File: src/rtl/core/yfd_pkg.sv
// Package with the Y86-64 opcode, status and decode result definitions.
`timescale 1ns / 1ps

package yfd_pkg;

   localparam logic [3:0] ICODE_HALT   = 4'h0;
   localparam logic [3:0] ICODE_NOP    = 4'h1;
   localparam logic [3:0] ICODE_CMOV   = 4'h2;
   localparam logic [3:0] ICODE_IRMOVQ = 4'h3;
   localparam logic [3:0] ICODE_RMMOVQ = 4'h4;
   localparam logic [3:0] ICODE_MRMOVQ = 4'h5;
   localparam logic [3:0] ICODE_OPQ    = 4'h6;
   localparam logic [3:0] ICODE_JUMP   = 4'h7;
   localparam logic [3:0] ICODE_CALL   = 4'h8;
   localparam logic [3:0] ICODE_RET    = 4'h9;
   localparam logic [3:0] ICODE_PUSHQ  = 4'hA;
   localparam logic [3:0] ICODE_POPQ   = 4'hB;
   localparam logic [3:0] ICODE_IOTRAP = 4'hC;
   localparam logic [3:0] ICODE_FAULT  = 4'hF;

   localparam logic [3:0] NO_REG = 4'hF;

   localparam logic [1:0] STAT_OK  = 2'd0;
   localparam logic [1:0] STAT_ADR = 2'd1;
   localparam logic [1:0] STAT_INS = 2'd2;

   typedef struct packed {
      logic [15:0] pc;
      logic [7:0]  opcode_byte;
      logic [63:0] following_bytes;
      logic [7:0]  last_byte;
   } fetch_item_type;

   typedef struct packed {
      logic               valid_res;
      logic [3:0]         icode;
      logic [3:0]         ifun;
      logic [3:0]         reg_a;
      logic [3:0]         reg_b;
      logic signed [63:0] const_value;
      logic [16:0]        next_pc;
      logic [1:0]         status;
   } decode_result_type;

endpackage

File: src/rtl/core/y86_instruction_fetch_decode.sv
// Top level of the Y86-64 instruction fetch and decode block.
`timescale 1ns / 1ps

// Usage:
// The requester presents pc, the opcode byte, the eight following bytes and
// the byte at pc+9 on the req_ ports and raises start. A transfer takes place
// at each rising edge where start is high and busy is low; busy is always low,
// so one instruction may be transferred in every cycle.
// The decoded instruction is on the rsp_ ports in the cycle after the one it
// spends in the input register: it passes through the input register and the
// decode logic, then waits in the result register. rsp_valid is high for
// exactly that one cycle and the receiver must take the result then; it cannot
// hold the block off.
// Throughput is one instruction per cycle, set by the single decode stage.
// Faults (address or instruction errors) come back as ordinary results with
// valid_res low and the status code set.
// A synchronous reset clears both pipeline valid flags, so no result appears
// for an instruction that was in flight at reset.
module y86_instruction_fetch_decode
   import yfd_pkg::*;
#(
   parameter int MEM_SIZE = 4096
) (
   input  logic               clock,
   input  logic               reset,
   input  logic               start,
   output logic               busy,
   input  logic [15:0]        req_pc,
   input  logic [7:0]         req_opcode_byte,
   input  logic [63:0]        req_following_bytes,
   input  logic [7:0]         req_last_byte,
   output logic               rsp_valid,
   output logic               rsp_valid_res,
   output logic [3:0]         rsp_icode,
   output logic [3:0]         rsp_ifun,
   output logic [3:0]         rsp_reg_a,
   output logic [3:0]         rsp_reg_b,
   output logic signed [63:0] rsp_const_value,
   output logic [16:0]        rsp_next_pc,
   output logic [1:0]         rsp_status
);

   logic              item_valid_ff;
   logic              item_valid_in;
   fetch_item_type    item_ff;
   fetch_item_type    item_in;
   logic              res_valid_ff;
   logic              res_valid_in;
   decode_result_type res_ff;
   decode_result_type res_in;

   assign busy = 1'b0;

   assign item_valid_in           = start && !busy;
   assign item_in.pc              = req_pc;
   assign item_in.opcode_byte     = req_opcode_byte;
   assign item_in.following_bytes = req_following_bytes;
   assign item_in.last_byte       = req_last_byte;
   assign res_valid_in            = item_valid_ff;

   yfd_decode #(
      .MEM_SIZE (MEM_SIZE)
   ) u_decode (
      .item   (item_ff),
      .result (res_in)
   );

   always_ff @(posedge clock) begin
      if (reset) begin
         item_valid_ff <= 1'b0;
         res_valid_ff  <= 1'b0;
      end else begin
         item_valid_ff <= item_valid_in;
         res_valid_ff  <= res_valid_in;
      end
   end

   always_ff @(posedge clock) begin
      if (item_valid_in) begin
         item_ff <= item_in;
      end
      if (res_valid_in) begin
         res_ff <= res_in;
      end
   end

   assign rsp_valid       = res_valid_ff;
   assign rsp_valid_res   = res_ff.valid_res;
   assign rsp_icode       = res_ff.icode;
   assign rsp_ifun        = res_ff.ifun;
   assign rsp_reg_a       = res_ff.reg_a;
   assign rsp_reg_b       = res_ff.reg_b;
   assign rsp_const_value = res_ff.const_value;
   assign rsp_next_pc     = res_ff.next_pc;
   assign rsp_status      = res_ff.status;

`ifndef NO_ASSERTIONS
   a_transfer_to_result: assert property (@(posedge clock) disable iff (reset)
      (start && !busy) |=> ##1 rsp_valid)
      else $error("transfer did not produce a result two cycles later");

   a_valid_matches_status: assert property (@(posedge clock) disable iff (reset)
      rsp_valid |-> (rsp_valid_res == (rsp_status == STAT_OK)))
      else $error("valid_res disagrees with status");

   a_fault_fields: assert property (@(posedge clock) disable iff (reset)
      (rsp_valid && !rsp_valid_res) |->
         (rsp_icode == ICODE_FAULT && rsp_reg_a == NO_REG && rsp_reg_b == NO_REG
          && rsp_const_value == 64'sd0))
      else $error("fault result carries decoded fields");

   a_no_spurious_result: assert property (@(posedge clock) disable iff (reset)
      rsp_valid |-> $past(item_valid_ff))
      else $error("result without a decoded item");
`endif

endmodule

File: src/rtl/core/yfd_decode.sv
// Combinational decode of one registered instruction into its result fields.
`timescale 1ns / 1ps

module yfd_decode
   import yfd_pkg::*;
#(
   parameter int MEM_SIZE = 4096
) (
   input  fetch_item_type    item,
   output decode_result_type result
);

   localparam logic [16:0] MEM_LIMIT = 17'(MEM_SIZE);

   logic [3:0]  ic;
   logic [3:0]  fn;
   logic [3:0]  ra;
   logic [3:0]  rb;
   logic        fn_ok;
   logic        regs;
   logic        cval;
   logic        regs_ok;
   logic [16:0] pc_ext;
   logic [16:0] pc_plus1;
   logic [16:0] const_end;
   logic [16:0] len;

   assign ic       = item.opcode_byte[7:4];
   assign fn       = item.opcode_byte[3:0];
   assign ra       = item.following_bytes[7:4];
   assign rb       = item.following_bytes[3:0];
   assign pc_ext   = {1'b0, item.pc};
   assign pc_plus1 = pc_ext + 17'd1;

   always_comb begin
      fn_ok = 1'b0;
      regs  = 1'b0;
      cval  = 1'b0;
      unique case (ic)
         ICODE_HALT, ICODE_NOP, ICODE_RET: begin
            fn_ok = (fn == 4'd0);
         end
         ICODE_CMOV: begin
            fn_ok = (fn < 4'd7);
            regs  = 1'b1;
         end
         ICODE_IRMOVQ, ICODE_RMMOVQ, ICODE_MRMOVQ: begin
            fn_ok = (fn == 4'd0);
            regs  = 1'b1;
            cval  = 1'b1;
         end
         ICODE_OPQ: begin
            fn_ok = (fn < 4'd4);
            regs  = 1'b1;
         end
         ICODE_JUMP: begin
            fn_ok = (fn < 4'd7);
            cval  = 1'b1;
         end
         ICODE_CALL: begin
            fn_ok = (fn == 4'd0);
            cval  = 1'b1;
         end
         ICODE_PUSHQ, ICODE_POPQ: begin
            fn_ok = (fn == 4'd0);
            regs  = 1'b1;
         end
         ICODE_IOTRAP: begin
            fn_ok = (fn < 4'd6);
         end
         default: begin
            fn_ok = 1'b0;
         end
      endcase
   end

   always_comb begin
      priority if (ic == ICODE_IRMOVQ) begin
         regs_ok = (ra == NO_REG) && (rb != NO_REG);
      end else if (ic == ICODE_PUSHQ || ic == ICODE_POPQ) begin
         regs_ok = (ra != NO_REG) && (rb == NO_REG);
      end else if (ic == ICODE_RMMOVQ || ic == ICODE_MRMOVQ) begin
         regs_ok = (ra != NO_REG);
      end else begin
         regs_ok = (ra != NO_REG) && (rb != NO_REG);
      end
   end

   // Length is 1, plus 1 for the register byte, plus 8 for the constant.
   assign len       = 17'd1 + (regs ? 17'd1 : 17'd0) + (cval ? 17'd8 : 17'd0);
   assign const_end = pc_ext + len;

   always_comb begin
      result.valid_res   = 1'b0;
      result.icode       = ICODE_FAULT;
      result.ifun        = fn;
      result.reg_a       = NO_REG;
      result.reg_b       = NO_REG;
      result.const_value = '0;
      result.next_pc     = pc_ext;
      result.status      = STAT_OK;
      priority if (pc_ext >= MEM_LIMIT) begin
         result.ifun   = 4'd0;
         result.status = STAT_ADR;
      end else if (!fn_ok) begin
         result.status = STAT_INS;
      end else if (regs && pc_plus1 >= MEM_LIMIT) begin
         result.status = STAT_ADR;
      end else if (regs && !regs_ok) begin
         result.status = STAT_INS;
      end else if (cval && const_end > MEM_LIMIT) begin
         result.status = STAT_ADR;
      end else begin
         result.valid_res = 1'b1;
         result.icode     = ic;
         result.next_pc   = const_end;
         if (regs) begin
            result.reg_a = ra;
            result.reg_b = rb;
         end
         if (cval) begin
            result.const_value = regs ? {item.last_byte, item.following_bytes[63:8]}
                                      : item.following_bytes;
         end
      end
   end

endmodule
File: config.mk
export PLATFORM = sky130hd
export DESIGN_NAME = y86_instruction_fetch_decode
export DESIGN_NICKNAME = d
export VERILOG_FILES = /design/src/rtl/core/yfd_pkg.sv /design/src/rtl/core/y86_instruction_fetch_decode.sv /design/src/rtl/core/yfd_decode.sv
export SDC_FILE = /design/constraint.sdc
export NUM_CORES = 1
export LEC_CHECK = 0
export ABC_AREA = 1
export BUFFER_PORTS_ARGS = -buffer_cell sky130_fd_sc_hd__buf_2
export CAP_MARGIN = 20
export CORE_MARGIN = 4
export CORE_UTILIZATION = 53
export CTS_CLUSTER_SIZE = 12
export DETAILED_ROUTE_END_ITERATION = 16
export PLACE_DENSITY_LB_ADDON = 0.08
export SLEW_MARGIN = 20
export SYNTH_ARGS = -nofsm -noshare
export SYNTH_HDL_FRONTEND = slang
export SYNTH_SLANG_ARGS = --single-unit
File: constraint.sdc
create_clock -name clock -period 6.4 [get_ports clock]
set_input_delay 0.32 -clock clock [delete_from_list [all_inputs] [get_ports clock]]
set_output_delay 0.32 -clock clock [all_outputs]
set_load 0.05 [all_outputs]
==> results.ini, run 1 <==
[status]
status=completed

[flow_run]
drv_cap=0

[yosys]
post-synth-top-area-fraction=0.687
synthMuxAreaShare=0.0654
synth_seq_area_share=0.691
synth-edff-count=196
netlist_area_um2=8570
synth_top_cell_by_area=edfxtp_1
synth_top_family_by_area=simple AND/OR/NAND/NOR gates
synth-simple-area-share=0.176
syn_inst=592
synth_common_cells=edfxtp_1 (196), nand2_1 (99), nor2_4 (63)
ys_ff_latch=198
synth_compound_area_frac=0.0174
synth-xor-area-share=0.00307
synth_area_leaders=edfxtp_1 (69%), nor2_4 (8.3%), mux2i_1 (6.5%), nand2_1 (4.3%), inv_1 (1.7%)
ys_types=40
yosys_warnings=0
synthAdderAreaFrac=0.00438
synth_ff_type=edfxtp_1
async_flop_share=0
synth_most_common_cell=edfxtp_1
avgSynthCellArea_um2=14.5

[sta]
fin_skew_ps=16.9
setup_violations=0
finalWorstSetupSlack_ps=2410
grt_setup_unrepaired=no
slew_headroom=0.246
tightestPinTransition_ps=1130
finalHoldViolations=0
post-route-period-util=0.623
setup_tns_ps=0
max_freq_mhz=251
slew_violations=0
whs_ps=46.5
period_needed_ps=3990

[die]
die-area_um2=18300
ios=201
core_um2=15900
start_util=0.540
die_height_um=135
rows=46
dieWidth_um=135

[clock_network]
clk_path_buf_depth=2
cts.repair.resized=0
post_cts_buffers=0
root_buffer=clkbuf_16
cts_tree=done
cts_htree_levels=4
holdBufCountCts=0
cts_inserted_buffers=17
insertion_delay_ps=430
path_clk_slew_ps=80
clock-sinks=198

[grt]
grt_pass1_vias=5230
grt_usage=0.204
globalRouteOverflowTotal=0
grt_pass1_wl_mm=28.1
antenna_found_initial=3
grt_max_degree=83

[placement]
pre_cts_ws_ps=2450
gp_congestion=0.866
io_buffers=199
dpl.hpwl_mm=13.1
post_dp_cell_area_um2=9710
place_inst=993

[finish]
nets=898
drive_gt1_frac=0.398
fillers=1251
utilization=0.654
syn_to_final_growth_pct=21.3
fin_cells=1025
n_antenna_cell=0
stdcell_area_um2=10400

[detailed_routing]
final_antenna_net_count=0
wl_mm=18.6
drtPass1Iterations=5
wl_per_cell_um=18.1
vias=5210
viasPerCell=5.08
detail_route.iter0.violations=414
drc=0

[critical_path]
ff2ff_path_depth=20
worstPathArrival_ps=4170
r2r_slack_ps=2410
startpoint_type=flop
criticalPathCategory=reg2reg
end_kind=flop
worstPathMaxFanout=37
reg2reg_to=rsp_const_value[52]$_SDFFCE_PP0P_
critPathRequiredTime_ps=6580
r2r-start=item_ff[78]$_DFFE_PP_

[worst_hold_path]
hp-start=reset
hold_path_depth=2
hold_path.class=in2reg
min_to=item_valid_ff$_SDFF_PP0_

[power]
p_total_mw=3.20
p_per_area_nw_per_um2=308
leakagePower_nw=4.13
ir_drop_v=0.000247

## logic make-up after synthesis
group	count (synthesis)
other	1
DFF	198
muxes	56
xor gates and xnor gates	3
AOI/OAI and AO/OA	26
adders and majority gates	3
buffers and inverters	65
and+or+nand+nor	240
## where the power goes
group / leakage, nW / total, mW / switching (mW) / internal, mW
sequential: 1.83 / 1.57 / 0.0532 / 1.52
combinational: 1.96 / 0.411 / 0.298 / 0.113
clock: 0.333 / 1.22 / 0.505 / 0.713
## metal layers
metal	wire length, um	share of wire	global-route usage	up-vias
met5	28	0.0015	0	-
met2	9290	0.50	0.332	185
met1	7510	0.40	0.265	2521
met3	1510	0.081	0.0687	23
li1	-	-	-	2475
met4	228	0.012	0.0571	6
## layout make-up
cell class | instances | area (um^2) | share of cell area
clock inverters | 15 | 255 | 0.0246
repair buffers | 204 | 1040 | 0.100
flip-flops and latches | 198 | 5930 | 0.570
inverters | 45 | 169 | 0.0162
clock buffers | 17 | 425 | 0.0409
multi-input cells | 330 | 2310 | 0.222
well taps | 216 | 270 | 0.0260
## layout by cell type, fill, tap and decap left out, drive strengths merged
cell type / instances
edfxtp: 196
o21ai: 15
o211ai: 1
o2111ai: 1
nor3: 4
o31ai: 2
clkbuf: 17
conb: 2
nand2: 107
nand4: 3
nor2: 90
nand3b: 6
xor2: 2
dfxtp: 2
a31oi: 1
or2: 2
nor3b: 1
nand3: 26
o22ai: 1
nor4: 1
xnor2: 1
mux2i: 56
o21bai: 2
clkinv: 4
bufinv: 5
buf: 204
ha: 3
a21oi: 3
inv: 51
## critical path: stages, from the launching register on
cell and delay, ps:
edfxtp_1 440, inv_1 180, nand2_1 80, inv_1 120
a21oi_4 40, ha_1 240, inv_1 80, ha_1 190
nand3_2 120, nand2_4 130, nand2_4 50, inv_2 70
nand2_2 100, o21bai_1 130, nand2_1 80, nand2_2 90
nor2_4 40, nand3_2 70, or2_4 840, buf_4 540
nor2_4 40
## flip-flops by register name (all words and copies together) (netlist names)
| signal | count |
|---|---|
| rsp_valid_res | 1 |
| item_valid_ff | 1 |
| rsp_reg_a | 4 |
| rsp_const_value | 64 |
| rsp_ifun | 4 |
| rsp_reg_b | 4 |
| rsp_next_pc | 17 |
| item_ff | 96 |
| rsp_valid | 1 |
| rsp_icode | 4 |
| rsp_status | 2 |
## worst max-delay path by stage
stage | start | end | slack, ps | cells past startpoint
6_report | item_ff[78]$_DFFE_PP_ | rsp_const_value[52]$_SDFFCE_PP0P_ | 2410 | 20
5_1_grt | item_ff[79]$_DFFE_PP_ | rsp_const_value[3]$_SDFFCE_PP0P_ | 2140 | 17
4_1_cts | item_ff[78]$_DFFE_PP_ | rsp_const_value[52]$_SDFFCE_PP0P_ | 2430 | 20
3_5_place_dp | item_ff[78]$_DFFE_PP_ | rsp_const_value[52]$_SDFFCE_PP0P_ | 2450 | 20
3_3_place_gp | item_ff[78]$_DFFE_PP_ | rsp_const_value[62]$_SDFFCE_PP0P_ | 2530 | 20
2_1_floorplan | item_ff[78]$_DFFE_PP_ | rsp_next_pc[10]$_DFFE_PP_ | 3250 | 23
Power figures use the tool's default switching activity.
==> inputs of run 2 (changes only) <==
Settings changed: ABC_AREA 1 to 0.
Clock period 6.4 ns to 3.99 ns, I/O delays scaled along.
==> run 2 against run 1 <==
  * Global-route usage increased by 2.4 points
  * Flip-flop and latch count unchanged
  * Synthesized cell count decreased by 3.9%
  * Critical path type unchanged
  * Total power up 53%
  * Clock skew down 5.1 ps
  * Register-to-register slack got worse by 2100 ps
  * Non-clock buffer count grew 105
  * Die area shrank 6.9%
  * Routed wire length rose by 3.1%
==> results.ini, run 2 <==
[critical_path]
end_kind=flop
slowest_delay_ps=470
critPathSlowestCell=edfxtp_1
criticalPathCategory=reg2reg
worstPathArrival_ps=3820
worst_path_most_repeated_cell=ha_1
worstPathMaxFanout=9
crit_chain=mux2_2, inv_2, ha_1, inv_1, ha_1, a31o_1, or3_1, a2111oi_4, o2111ai_4, a21o_1, clkinv_2, mux2_1
critPathRequiredTime_ps=4170
startpoint_type=flop

[detailed_routing]
drtPass1Iterations=5
viasPerCell=5.34
final_antenna_net_count=0
vias=5647
drc=0
wl_per_cell_um=18.1
wl_mm=19.1
detail_route.iter0.violations=425

[placement]
gp_congestion=0.849
io_buffers=199
dpl.hpwl_mm=11.8

[finish]
final_common_cell=buf_2
largest_reg_flops=96
drive_gt1_frac=0.290
nets=962
top_register=item_ff
n_antenna_cell=0
final_cell_mix=buf_2 (198), edfxtp_1 (196), nand2_1 (139)
syn_to_final_growth_pct=34.4

[power]
p_comb_frac=0.134
ir_drop_v=0.000326
p_switching_mw=1.27
internal_power_mw=3.64
pwr-share-clk=0.350
p_per_area_nw_per_um2=460
switching_share=0.259
leakagePower_nw=4.03
seqPwrFrac=0.516

[die]
die-area_um2=17000
ios=201
rows=44
start_util=0.544
die_height_um=130
dieWidth_um=130
core_um2=14600

[grt]
antenna_found_initial=0
grt_max_degree=79
grt_usage=0.228
grt_pass1_vias=5724
grt_pass1_wl_mm=29.4
globalRouteOverflowTotal=0

[yosys]
synth_seq_area_share=0.746
synth_most_common_cell=edfxtp_1
post-synth-top-area-fraction=0.741
synth_top_cell_by_area=edfxtp_1
synth_ff_type=edfxtp_1
synth_area_leaders=edfxtp_1 (74%), nand2_1 (6.6%), a21oi_1 (4.3%), clkbuf_1 (1.1%), xor2_1 (0.99%)
async_flop_share=0
yosys_warnings=0
ys_types=57
synth-edff-count=196
ys_ff_latch=198
avgSynthCellArea_um2=14.0
synth_common_cells=edfxtp_1 (196), nand2_1 (139), a21oi_1 (68)
syn_inst=569
netlist_area_um2=7940

[status]
status=completed

[sta]
slew_violations=0
max_freq_mhz=274
finalHoldViolations=0
setup_tns_ps=0
post-route-period-util=0.914
grt_setup_unrepaired=no
period_needed_ps=3650
setup_violations=0
slew_headroom=0.289
fin_skew_ps=11.8
whs_ps=425
tightestPinTransition_ps=1070

[flow_run]
drv_cap=0

[worst_hold_path]
hold_path.class=in2reg

[clock_network]
cts_tree=done
root_buffer=clkbuf_16
cts_inserted_buffers=17
clock-sinks=198
path_clk_slew_ps=70
cts_htree_levels=4
clk_path_buf_depth=2
insertion_delay_ps=430

run 2: metal layers:
metal / GRT usage / part of all wire
met5: 0 / 0
met4: 0.0659 / 0.017
met1: 0.290 / 0.40
met3: 0.0776 / 0.084
met2: 0.377 / 0.50
run 2: repair_timing:
item | 4_1_cts | 5_1_grt
resized for setup | 0 | 1
hold buffers | 97 | 0
endpoints found under the hold margin | 98 | 0
buffers inserted | 0 | 2
endpoints found under the setup margin | 0 | 2
run 2: worst paths after layout:
check / from / to / slack (ps) / depth (start not counted)
setup / recovery: item_ff[78]$_DFFE_PP_ / rsp_next_pc[3]$_DFFE_PP_ / 340 / 12
hold / removal: start / item_ff[41]$_DFFE_PP_ / 430 / 1
setup reg to reg: item_ff[78]$_DFFE_PP_ / rsp_next_pc[3]$_DFFE_PP_ / 340 / 12
hold reg to reg: item_ff[95]$_DFFE_PP_ / rsp_next_pc[15]$_DFFE_PP_ / 520 / 0
run 2: cell families (layout without fill, tap and decap cells):
logic type / count (synthesis) / count (layout) / synth area share
simple gates: 193 / 193 / 0.109
xor+xnor: 12 / 12 / 0.0132
buf+inv: 48 / 351 / 0.0263
other cells: 1 / 2 / 0.000472
flops: 198 / 198 / 0.746
mux: 7 / 7 / 0.00930
compound gates: 107 / 107 / 0.0909
fa+ha+maj: 3 / 3 / 0.00473
run 2: area by class of cell:
class / instances / area [um^2]
flip-flops and latches: 198 / 5930
fillers: 942 / 3920
well taps: 184 / 230
clock buffers: 21 / 440
repair buffers: 309 / 2070
clock inverters: 11 / 149
multi-input cells: 324 / 1820
inverters: 10 / 38.8
run 2: stage by stage:
stage | power (mW) | utilization | worst slack [ps] | std cells | cell area, um^2
after global placement | 3.14 | 0.623 | 256 | 926 | 9090
after global routing | 5.09 | 0.731 | 59.1 | 1057 | 10700
after CTS | 4.93 | 0.730 | 97.7 | 1055 | 10700
final | 4.91 | 0.731 | 342 | 1057 | 10700
after detailed placement | 3.15 | 0.623 | 105 | 926 | 9090
after floorplan | 2.96 | - | 61.8 | 570 | 7950
run 2: worst max-delay path: cells and delay by family, from the launching register on:
family | cells | cell delay, ps
compound gates | 4 | 1150
fa+ha+maj | 2 | 400
buf+inv | 3 | 270
flops | 1 | 470
mux | 2 | 740
simple gates | 1 | 360
run 2: power by group through the flow:
stage | Clock (mW) | Combinational (mW) | Sequential (mW)
global placement | 0 | 0.569 | 2.57
floorplan | 0 | 0.201 | 2.75
global route | 1.84 | 0.703 | 2.55
CTS | 1.75 | 0.652 | 2.53
detailed placement | 0 | 0.574 | 2.58
finish | 1.72 | 0.657 | 2.53
